File: src/rtl/core/i2bd_pkg.sv
// Shared types, constants and the digit-to-character function of the radix converter.
`default_nettype none
package i2bd_pkg;

	localparam int DIGIT_W = 4;
	localparam int RADIX_W = 5;

	localparam logic [RADIX_W-1:0] RADIX_MIN     = 5'd2;
	localparam logic [RADIX_W-1:0] RADIX_MAX     = 5'd16;
	localparam logic [RADIX_W-1:0] DECIMAL_RADIX = 5'd10;

	localparam logic [7:0] CHAR_ZERO  = 8'h30;
	localparam logic [7:0] CHAR_MINUS = 8'h2d;
	// 'a' minus ten, so that a digit of ten or more maps straight to its letter.
	localparam logic [7:0] CHAR_ALPHA_BASE = 8'h57;
	localparam logic [DIGIT_W-1:0] DIGIT_TEN = 4'd10;

	typedef struct packed {
		logic clear;
		logic shift;
	} cell_ctrl_t;

	function automatic logic [7:0] digit_char(input logic [DIGIT_W-1:0] d);
		logic [7:0] base;
		base = (d < DIGIT_TEN) ? CHAR_ZERO : CHAR_ALPHA_BASE;
		return base + {4'd0, d};
	endfunction

endpackage
`default_nettype wire

File: src/rtl/core/i2bd_cell.sv
// One digit cell: doubles its digit, adds the carry from below and passes its carry upward.
`default_nettype none
module i2bd_cell (
	input  wire                                  clk,
	input  wire                                  arst_n,
	input  wire i2bd_pkg::cell_ctrl_t            ctrl,
	input  wire logic [i2bd_pkg::RADIX_W-1:0]    radix,
	input  wire                                  cin,
	output logic                                 cout,
	output logic [i2bd_pkg::DIGIT_W-1:0]         digit
);
	import i2bd_pkg::*;

	logic [DIGIT_W-1:0] digit_q;
	logic               gen;
	logic               prop;
	logic [RADIX_W-1:0] sum;
	logic [RADIX_W-1:0] reduced;

	// The digit is below the radix, so twice it plus one never reaches twice the radix
	// and a single conditional subtract brings it back into range.
	always_comb begin
		gen     = ({digit_q, 1'b0} >= radix);
		prop    = ({digit_q, 1'b1} == radix);
		cout    = gen | (prop & cin);
		sum     = {digit_q, cin};
		reduced = cout ? (sum - radix) : sum;
	end

	always_ff @(posedge clk or negedge arst_n) begin
		if (!arst_n) begin
			digit_q <= '0;
		end else if (ctrl.clear) begin
			digit_q <= '0;
		end else if (ctrl.shift) begin
			digit_q <= reduced[DIGIT_W-1:0];
		end
	end

	assign digit = digit_q;

endmodule
`default_nettype wire

File: src/rtl/core/integer_to_base_digits.sv
// Top level of the integer to radix digit converter: sequencer, row of digit cells, output register.
//
// Slave channel: s_tdata carries the word to convert and its radix, s_tuser the unsigned flag.
// Master channel: one item per character, most significant first; tlast marks the last one.
// Radix values below 2 or above 16 are treated as 2 and 16. A negative signed word gives a
// leading '-' in radix 10 and only the digits of its magnitude in any other radix.
// Operation: the magnitude is shifted in one bit per cycle, most significant bit first, into a
// row of WORD_BITS digit cells; each cell doubles its digit and passes a carry to the next one.
// Conversion shifts in all WORD_BITS bits, then the characters are emitted one by one (sign plus digits).
// A new item is taken once the last character has been loaded into the output register,
// even if that character is still waiting.
// A stalled receiver holds the output register and the sequencer waits; nothing is dropped.
// Reset returns the block to idle with an empty output register.
`default_nettype none
module integer_to_base_digits #(
	parameter int WORD_BITS = 32
) (
	input  wire               clk,
	input  wire               arst_n,
	input  wire               s_tvalid,
	output logic              s_tready,
	input  wire  [39:0]       s_tdata,   // [31:0] value, [36:32] radix, [39:37] zero
	input  wire  [0:0]        s_tuser,   // [0] unsigned_mode
	output logic              m_tvalid,
	input  wire               m_tready,
	output logic [7:0]        m_tdata,   // [7:0] char_code
	output logic              m_tlast
);
	import i2bd_pkg::*;

	localparam int CNT_W = $clog2(WORD_BITS + 1);
	localparam int IDX_W = $clog2(WORD_BITS);

	localparam logic [1:0] ST_IDLE = 2'd0;
	localparam logic [1:0] ST_CONV = 2'd1;
	localparam logic [1:0] ST_EMIT = 2'd2;

	logic [1:0]             state_q;
	logic [WORD_BITS-1:0]   mag_q;
	logic [RADIX_W-1:0]     radix_q;
	logic                   sign_q;
	logic [CNT_W-1:0]       bits_q;
	logic [CNT_W-1:0]       count_q;
	logic [IDX_W-1:0]       idx_q;
	logic                   m_tvalid_q;
	logic [7:0]             m_tdata_q;
	logic                   m_tlast_q;

	logic [WORD_BITS+31:0]  value_ext;
	logic [WORD_BITS-1:0]   value_w;
	logic                   neg;
	logic [WORD_BITS-1:0]   magnitude;
	logic [RADIX_W-1:0]     radix_in;
	logic [RADIX_W-1:0]     radix_sat;
	logic                   accept;
	logic                   out_free;
	logic                   emit;
	logic                   emit_last;
	logic [7:0]             emit_char;
	logic [IDX_W-1:0]       top_idx;
	logic                   grow;
	logic [CNT_W-1:0]       count_next;
	logic [IDX_W-1:0]       first_idx;

	cell_ctrl_t             cell_ctrl;
	logic [WORD_BITS-1:0]   carry;
	logic [WORD_BITS-1:0]   cin;
	logic [DIGIT_W-1:0]     digits [WORD_BITS];

	always_comb begin
		value_ext = {{WORD_BITS{1'b0}}, s_tdata[31:0]};
		value_w   = value_ext[WORD_BITS-1:0];
		neg       = !s_tuser[0] && value_w[WORD_BITS-1];
		magnitude = neg ? ((~value_w) + WORD_BITS'(1)) : value_w;
		radix_in  = s_tdata[36:32];
		priority if (radix_in < RADIX_MIN) begin
			radix_sat = RADIX_MIN;
		end else if (radix_in > RADIX_MAX) begin
			radix_sat = RADIX_MAX;
		end else begin
			radix_sat = radix_in;
		end
	end

	assign s_tready = (state_q == ST_IDLE);
	assign accept   = s_tvalid && s_tready;
	assign out_free = !m_tvalid_q || m_tready;

	assign cell_ctrl.clear = accept;
	assign cell_ctrl.shift = (state_q == ST_CONV);

	// The value at most doubles plus one per step, so the significant digit count grows by at most one;
	// it grows exactly when the current top digit hands a carry upward.
	always_comb begin
		top_idx    = IDX_W'(count_q - CNT_W'(1));
		grow       = carry[top_idx];
		count_next = count_q + CNT_W'(grow);
		first_idx  = IDX_W'(count_next - CNT_W'(1));
	end

	genvar gi;
	generate
		for (gi = 0; gi < WORD_BITS; gi++) begin : g_cell
			if (gi == 0) begin : g_first
				assign cin[gi] = mag_q[WORD_BITS-1];
			end else begin : g_rest
				assign cin[gi] = carry[gi-1];
			end
			i2bd_cell u_cell (
				.clk    (clk),
				.arst_n (arst_n),
				.ctrl   (cell_ctrl),
				.radix  (radix_q),
				.cin    (cin[gi]),
				.cout   (carry[gi]),
				.digit  (digits[gi])
			);
		end
	endgenerate

	always_comb begin
		emit      = (state_q == ST_EMIT) && out_free;
		emit_last = !sign_q && (idx_q == '0);
		emit_char = sign_q ? CHAR_MINUS : digit_char(digits[idx_q]);
	end

	always_ff @(posedge clk or negedge arst_n) begin
		if (!arst_n) begin
			state_q <= ST_IDLE;
			mag_q   <= '0;
			radix_q <= RADIX_MIN;
			sign_q  <= 1'b0;
			bits_q  <= '0;
			count_q <= CNT_W'(1);
			idx_q   <= '0;
		end else begin
			unique case (state_q)
				ST_IDLE: begin
					if (accept) begin
						mag_q   <= magnitude;
						radix_q <= radix_sat;
						sign_q  <= neg && (radix_sat == DECIMAL_RADIX);
						bits_q  <= CNT_W'(WORD_BITS);
						count_q <= CNT_W'(1);
						state_q <= ST_CONV;
					end
				end
				ST_CONV: begin
					mag_q   <= {mag_q[WORD_BITS-2:0], 1'b0};
					bits_q  <= bits_q - CNT_W'(1);
					count_q <= count_next;
					if (bits_q == CNT_W'(1)) begin
						idx_q   <= first_idx;
						state_q <= ST_EMIT;
					end
				end
				ST_EMIT: begin
					if (emit) begin
						if (sign_q) begin
							sign_q <= 1'b0;
						end else if (emit_last) begin
							state_q <= ST_IDLE;
						end else begin
							idx_q <= idx_q - IDX_W'(1);
						end
					end
				end
				default: begin
					state_q <= ST_IDLE;
				end
			endcase
		end
	end

	always_ff @(posedge clk or negedge arst_n) begin
		if (!arst_n) begin
			m_tvalid_q <= 1'b0;
		end else if (emit) begin
			m_tvalid_q <= 1'b1;
		end else if (m_tready) begin
			m_tvalid_q <= 1'b0;
		end
	end

	always_ff @(posedge clk) begin
		if (emit) begin
			m_tdata_q <= emit_char;
			m_tlast_q <= emit_last;
		end
	end

	assign m_tvalid = m_tvalid_q;
	assign m_tdata  = m_tdata_q;
	assign m_tlast  = m_tlast_q;

`ifndef ASSERT_OFF
	a_no_top_overflow: assert property (@(posedge clk) disable iff (!arst_n)
		(state_q == ST_CONV) |-> !carry[WORD_BITS-1])
		else $error("carry left the top digit cell");

	a_digit_in_range: assert property (@(posedge clk) disable iff (!arst_n)
		(state_q == ST_EMIT) |-> ({1'b0, digits[idx_q]} < radix_q))
		else $error("digit cell holds a value not below the radix");

	a_no_leading_zero: assert property (@(posedge clk) disable iff (!arst_n)
		(state_q == ST_EMIT && $past(state_q) == ST_CONV && count_q > CNT_W'(1))
		|-> (digits[IDX_W'(count_q - CNT_W'(1))] != '0))
		else $error("most significant digit is zero");

	a_last_returns_idle: assert property (@(posedge clk) disable iff (!arst_n)
		(emit && emit_last) |=> (state_q == ST_IDLE && m_tvalid && m_tlast))
		else $error("last character did not end the conversion");
`endif

endmodule
`default_nettype wire
File: config.mk
export PLATFORM = sky130hd
export DESIGN_NAME = integer_to_base_digits
export DESIGN_NICKNAME = d
export VERILOG_FILES = /design/src/rtl/core/i2bd_pkg.sv /design/src/rtl/core/i2bd_cell.sv /design/src/rtl/core/integer_to_base_digits.sv
export SDC_FILE = /design/constraint.sdc
export NUM_CORES = 1
export LEC_CHECK = 0
export BUFFER_PORTS_ARGS = -buffer_cell sky130_fd_sc_hd__clkbuf_2
export CORE_UTILIZATION = 55
export CTS_BUF_LIST = sky130_fd_sc_hd__clkbuf_8
export DETAILED_ROUTE_END_ITERATION = 6
export HOLD_SLACK_MARGIN = 0.15
export PLACE_DENSITY = 0.72
export SKIP_CTS_REPAIR_TIMING = 1
export SYNTH_ARGS = -nofsm -noshare
export SYNTH_HDL_FRONTEND = slang
export SYNTH_HIERARCHICAL = 1
export SYNTH_SLANG_ARGS = --single-unit
File: constraint.sdc
create_clock -name clk -period 26.4 [get_ports clk]
set_input_delay 5.28 -clock clk [delete_from_list [all_inputs] [get_ports clk]]
set_output_delay 5.28 -clock clk [all_outputs]
set_load 0.01 [all_outputs]
# Word-level counts from Yosys, hierarchy flattened
# Index checks and enable logic that the tools add are counted.
# word_totals
input_bits	45
reg_bits	195
word_cells	374
# classes
n_eq_ne	42
mux	127
add_sub_neg	39
bitwise_logic	66
n_reduce_logical	21
n_lt_le_gt_ge	37
# op_table
op	n
$mux 4	98
$eq 5x5->1	32
$ge 5x5->1	32
$sub 4x4->4	32
$mux 32	2
$pmux 32 s2	1
$add 32x1->32 const B	1
$and 1x1->1	32
$not 32->32	1
$or 1x1->1	32
$mux 5	6
$pmux 6 s2	2
$bmux 4 s5	1
$sub 5x1->5 const B	3
$mux 6	2
$mux 2	5
$pmux 5 s2	1
$reduce_and 5->1	2
$reduce_bool 2->1	5
$add 7x4->8	1
$ne 2x2->1 const B	4
$mux 7	1
$add 6x1->6	1
$eq 6x1->1 const B	1
22 further kinds	34

# Longest topological paths before layout
# logic_depth
word_depth	71
depth_mapped	89
ltp_nobuf	89

# Cells and area by module
# Netlist, hierarchy kept.
# by_module_without_submodules
module	instances	cells_each	area_per_inst_um2	seq_area_each_um2
i2bd_cell (g_cell[19].u_cell ...)	20	50	459.2	100.1
i2bd_cell (g_cell[0].u_cell ...)	12	51	481.7	100.1
integer_to_base_digits	1	480	4954.8	1669.1

# Least setup slack after synthesis
# OpenSTA, ideal clock, no wires.
# synth_path
path_type	reg2reg
start	register radix_q[0]
end	register idx_q[4]
required_time_ns	26.317
period_less_slack_ns	22.907
path_stages_with_launch	87
path_buffers	0
slack_ns	3.493
arrival_ns	22.824
path_cell_list	dfrtp_1 > or2b_2 > a21oi_4 > or3_4 > o21ai_2 > nand3_1 > o21ai_2 > nand3_1 > o21ai_2 > nand3_1 > o21ai_2 > nand3_1 > inv_1 > a21boi_4 > or3_4 > inv_1 > a21boi_4 > or3_4 > [... 51 more ...] > o21ai_2 > nand3_1 > o21ai_2 > nand3_1 > o21ai_2 > nand3_1 > o21ai_2 > nand3_1 > mux4_2 > mux4_2 > mux2_2 > ha_1 > ha_1 > a21oi_1 > ha_1 > nand3_1 > xnor2_1 > o21ai_0
# synth_via
elab_chain_len	71
word_cells_on_any_way	134
cone_classes	add/sub: 2; order compare: 32; eq/ne: 32; mux: 4; bitwise: 64
# synth_rtl
element	line_no	source
start, declared	integer_to_base_digits.sv:40	logic [RADIX_W-1:0] radix_q;
start signal, assigned	integer_to_base_digits.sv:141	radix_q <= radix_sat;
parallel branches: the longest is 2 deep, another holds $ge 5x5->1	--	
$or 1x1->1 *	i2bd_cell.sv:25	cout = gen | (prop & cin);
named net carry[0]	integer_to_base_digits.sv:66	logic [WORD_BITS-1:0] carry;
$and 1x1->1 *	i2bd_cell.sv:25	
$or 1x1->1 *	i2bd_cell.sv:25	
named net carry[1]	integer_to_base_digits.sv:66	
$and 1x1->1 *	i2bd_cell.sv:25	
$or 1x1->1 *	i2bd_cell.sv:25	
named net carry[2]	integer_to_base_digits.sv:66	
[... 2 more ...]	--	
named net carry[3]	integer_to_base_digits.sv:66	
[... 2 more ...]	--	
named net carry[4]	integer_to_base_digits.sv:66	
[... 2 more ...]	--	
named net carry[5]	integer_to_base_digits.sv:66	
[... 2 more ...]	--	
named net carry[6]	integer_to_base_digits.sv:66	
[... 2 more ...]	--	
named net carry[7]	integer_to_base_digits.sv:66	
[... 2 more ...]	--	
named net carry[8]	integer_to_base_digits.sv:66	
[... 2 more ...]	--	
named net carry[9]	integer_to_base_digits.sv:66	
[... 2 more ...]	--	
named net carry[10]	integer_to_base_digits.sv:66	
[... 2 more ...]	--	
named net carry[11]	integer_to_base_digits.sv:66	
[... 2 more ...]	--	
named net carry[12]	integer_to_base_digits.sv:66	
[... 2 more ...]	--	
named net carry[13]	integer_to_base_digits.sv:66	
[... 2 more ...]	--	
named net carry[14]	integer_to_base_digits.sv:66	
[... 2 more ...]	--	
named net carry[15]	integer_to_base_digits.sv:66	
[... 2 more ...]	--	
named net carry[16]	integer_to_base_digits.sv:66	
[... 2 more ...]	--	
named net carry[17]	integer_to_base_digits.sv:66	
[... 2 more ...]	--	
named net carry[18]	integer_to_base_digits.sv:66	
[... 2 more ...]	--	
named net carry[19]	integer_to_base_digits.sv:66	
[... 2 more ...]	--	
named net carry[20]	integer_to_base_digits.sv:66	
[... 2 more ...]	--	
named net carry[21]	integer_to_base_digits.sv:66	
[... 2 more ...]	--	
named net carry[22]	integer_to_base_digits.sv:66	
[... 2 more ...]	--	
named net carry[23]	integer_to_base_digits.sv:66	
[... 2 more ...]	--	
named net carry[24]	integer_to_base_digits.sv:66	
[... 2 more ...]	--	
named net carry[25]	integer_to_base_digits.sv:66	
[... 2 more ...]	--	
named net carry[26]	integer_to_base_digits.sv:66	
[... 2 more ...]	--	
named net carry[27]	integer_to_base_digits.sv:66	
[... 2 more ...]	--	
named net carry[28]	integer_to_base_digits.sv:66	
[... 2 more ...]	--	
named net carry[29]	integer_to_base_digits.sv:66	
[... 2 more ...]	--	
named net carry[30]	integer_to_base_digits.sv:66	
[... 1 more ...]	--	
$or 1x1->1 *	i2bd_cell.sv:25	
named net carry[31]	integer_to_base_digits.sv:66	
$bmux 1 s5 *	integer_to_base_digits.sv:96	grow = carry[top_idx];
$mux 1 (not written as such) *	integer_to_base_digits.sv:96	
$add 6x1->6 *	integer_to_base_digits.sv:97	count_next = count_q + CNT_W'(grow);
$sub 5x1->5 *	integer_to_base_digits.sv:98	first_idx = IDX_W'(count_next - CNT_W'(1));
$mux 5 *	integer_to_base_digits.sv:152	if (bits_q == CNT_W'(1)) begin
$pmux 5 s2 *	integer_to_base_digits.sv:137	unique case (state_q)
end signal, assigned	integer_to_base_digits.sv:153	idx_q <= first_idx;
end signal, assigned	integer_to_base_digits.sv:164	idx_q <= idx_q - IDX_W'(1);
end, declared	integer_to_base_digits.sv:44	logic [IDX_W-1:0] idx_q;
# Mark *: on every way through the listed nets, which the timed path passes. The select of a mux whose other input is x is not followed.
# A chain may end at the register's enable or synchronous reset.

# Worst setup path in the final report
# layout_path
start	register radix_q[1]
end	register idx_q[4]
# The elaborated chain is that of the path after synthesis.

==> impl_metrics.tcl <==
set metrics [dict create \
    status "completed" \
    r2r_setup_slack_ps 2900 \
    place_congestion 0.8668 \
    routed_wirelength_um 51510 \
    first_pass_iters 5 \
    syn_to_final_growth_pct 5.408 \
    synth_edf_count 8 \
    finalNetCount 2362 \
    slowest_stage "dfstp_4" \
    hold_path_depth 1 \
    synth-async-reset-ratio_pct 95.85 \
    synth.area.top_cells "dfrtp_1, ha_1, inv_1" \
    boundaryPins 56 \
    slew_headroom_pct 43.17 \
    tightest_slew_ps 852.5 \
    r2r-start "radix_q[1]" \
    die_y_um 192.3 \
    synth_top_area_cell "dfrtp_1" \
    fp-row-count 69 \
    clk_pin_slew_ps 110 \
    ctsHtreeMaxLevel 4 \
    setup_tns_ps 0 \
    synth_nets 2339 \
    vias_per_cell 6.519 \
    antenna_found_initial 0 \
    required_ps 26800 \
    cp.arrival_ps 23900 \
    cp-end-kind "flop" \
    maxCapViolCount 0 \
    grt_use_total_pct 28.53 \
    grt_pass1_vias 16280 \
    yosys-top-cells-count "inv_1, dfrtp_1, ha_1, nor2_1, nand4_1" \
    drt_iter0_markers 1331 \
    wl_per_cell_um 19.90 \
    syn_area_mm2 0.01992 \
    slew_violations 0 \
    skew_ps 20.19 \
    diodes 0 \
    critPathMostFrequentCell "nand3_1" \
    seq_area_frac_synth_pct 24.46 \
    period_needed_ps 23500 \
    grt_max_degree 156 \
    cpPeakStageDelay_ps 880 \
    finalHoldViolCount 0 \
    cts_tree "built" \
    rsz0062_at_grt "false" \
    clk_latency_ps 510 \
    die_x_um 192.3 \
    crit_fanout 21 \
    path_class "reg2reg" \
    rr_worst_depth 88 \
    min_from "bits_q[5]" \
    max_freq_mhz 42.55 \
    start_util_pct 56.00 \
    cts_buffers 17 \
    hold_class "reg2reg" \
    synthFlopType "dfrtp_1" \
    cts.sinks 193 \
    start_kind "flop" \
    synthMostInstantiatedCell "inv_1" \
    syn-instance-count 2092 \
    yosysWarnings 6 \
    clockRootBuffer "clkbuf_8" \
    detail-route-antenna-nets 0 \
    grt_pass1_wl_um 84100 \
    clockBufferDepth 2 \
    synth_top_area_share_pct 22.99 \
    grt_remaining_overflow 0 \
    die-area_mm2 0.03698 \
    portBuffers 51 \
    reg2reg_to "idx_q[4]" \
    core_region_area_mm2 0.03557 \
    drive_above_1_share_pct 15.98 \
    synth_seq_cells 193 \
    hpwlAfterDp_um 35940 \
    vias 16878 \
    synth_cell_types 74 \
    fillers 3017 \
    remaining_drc_errors 0 \
    fin_crit_sh_pct 89.03 \
    setup_viol_count_final 0 \
    hold_end "bits_q[5]" \
    syn_area_per_cell_um2 9.522 \
]
## layout by cell type (no fill, tap or decap), types with 52 or more instances in the layout
cell type / count
a21o_1: 64
a21oi_1: 70
a311oi_1: 81
dfrtp_1: 181
ha_1: 169
inv_1: 299
nand2_1: 52
nand3_1: 65
nand4_1: 83
nor2_1: 148
o21ai_0: 52
xnor2_1: 56
## registers in the layout (all words and copies together) (netlist names)
| name | count |
|---|---|
| count_q | 5 |
| idx_q | 5 |
| g_cell.u_cell/digit | 128 |
| radix_q | 5 |
| mag_q | 32 |
| m_tvalid | 1 |
| bits_q | 6 |
| state_q | 2 |
| sign_q | 1 |
| m_tlast | 1 |
| m_tdata | 7 |
## stage by stage
stage / setup slack, ps / utilization (%) / hold slack, ps / instance area (um2) / instances
after floorplan: 3493 / - / 445.9 / 19920 / 2092
after global placement: 3992 / 58.00 / 481.8 / 20630 / 2557
after detailed placement: 3372 / 58.00 / 474.8 / 20630 / 2557
after CTS: 3284 / 59.03 / 497.6 / 21000 / 2589
after global routing: 1301 / 59.03 / 505.8 / 21000 / 2589
final: 2897 / 59.03 / 502.8 / 21000 / 2589
## worst max path at each step
stage | from | to | slack [ps]
3_5_place_dp | radix_q[1] | idx_q[4] | 3370
2_1_floorplan | radix_q[0] | idx_q[4] | 3490
5_1_grt | radix_q[1] | idx_q[4] | 1300
6_report | radix_q[1] | idx_q[4] | 2900
4_1_cts | radix_q[1] | idx_q[4] | 3280
3_3_place_gp | radix_q[1] | idx_q[4] | 3990
## worst max-delay path, delay by kind of cell (launching register included)
kind            cells  cell delay (ps)
flops               1              880
xor+xnor            1              170
fa+ha+maj           4             1070
compound gates     34             8480
buf+inv            12             1820
mux                 3             1310
simple gates       34             9620
## cell type report
| cell class | count | area (um2) | share of cell area, % |
|---|---|---|---|
| Tap cell | 461 | 576.8 | 2.747 |
| Inverter | 298 | 1129 | 5.375 |
| Clock inverter | 14 | 120.1 | 0.5721 |
| Timing Repair Buffer | 70 | 406.6 | 1.937 |
| Multi-Input combinational cell | 1535 | 13640 | 64.94 |
| Sequential cell | 193 | 4881 | 23.25 |
| Clock buffer | 18 | 247.7 | 1.180 |
## cell families (layout without fill, tap and decap cells)
| family | Yosys count | after routing | synth area share [%] |
|---|---|---|---|
| adders and majority gates | 202 | 202 | 13.93 |
| xor gates and xnor gates | 70 | 70 | 3.078 |
| muxes | 57 | 57 | 5.490 |
| buffers and inverters | 364 | 400 | 7.098 |
| and+or+nand+nor | 527 | 527 | 14.97 |
| AOI/OAI and AO/OA | 678 | 678 | 30.95 |
| other | 1 | 1 | 0.01883 |
| DFF | 193 | 193 | 24.46 |
## per-layer routing
layer / share of wire (%) / GRT usage [%] / vias to the layer above
met3: 4.8 / 4.274 / 76
met5: 0 / 0 / -
met4: 2.0 / 8.237 / 0
met2: 49 / 47.36 / 439
li1: - / - / 8058
met1: 45 / 38.46 / 8305
Power is not shown: default switching activity piles up to over one toggle a cycle in this logic, so the estimate is an artifact.
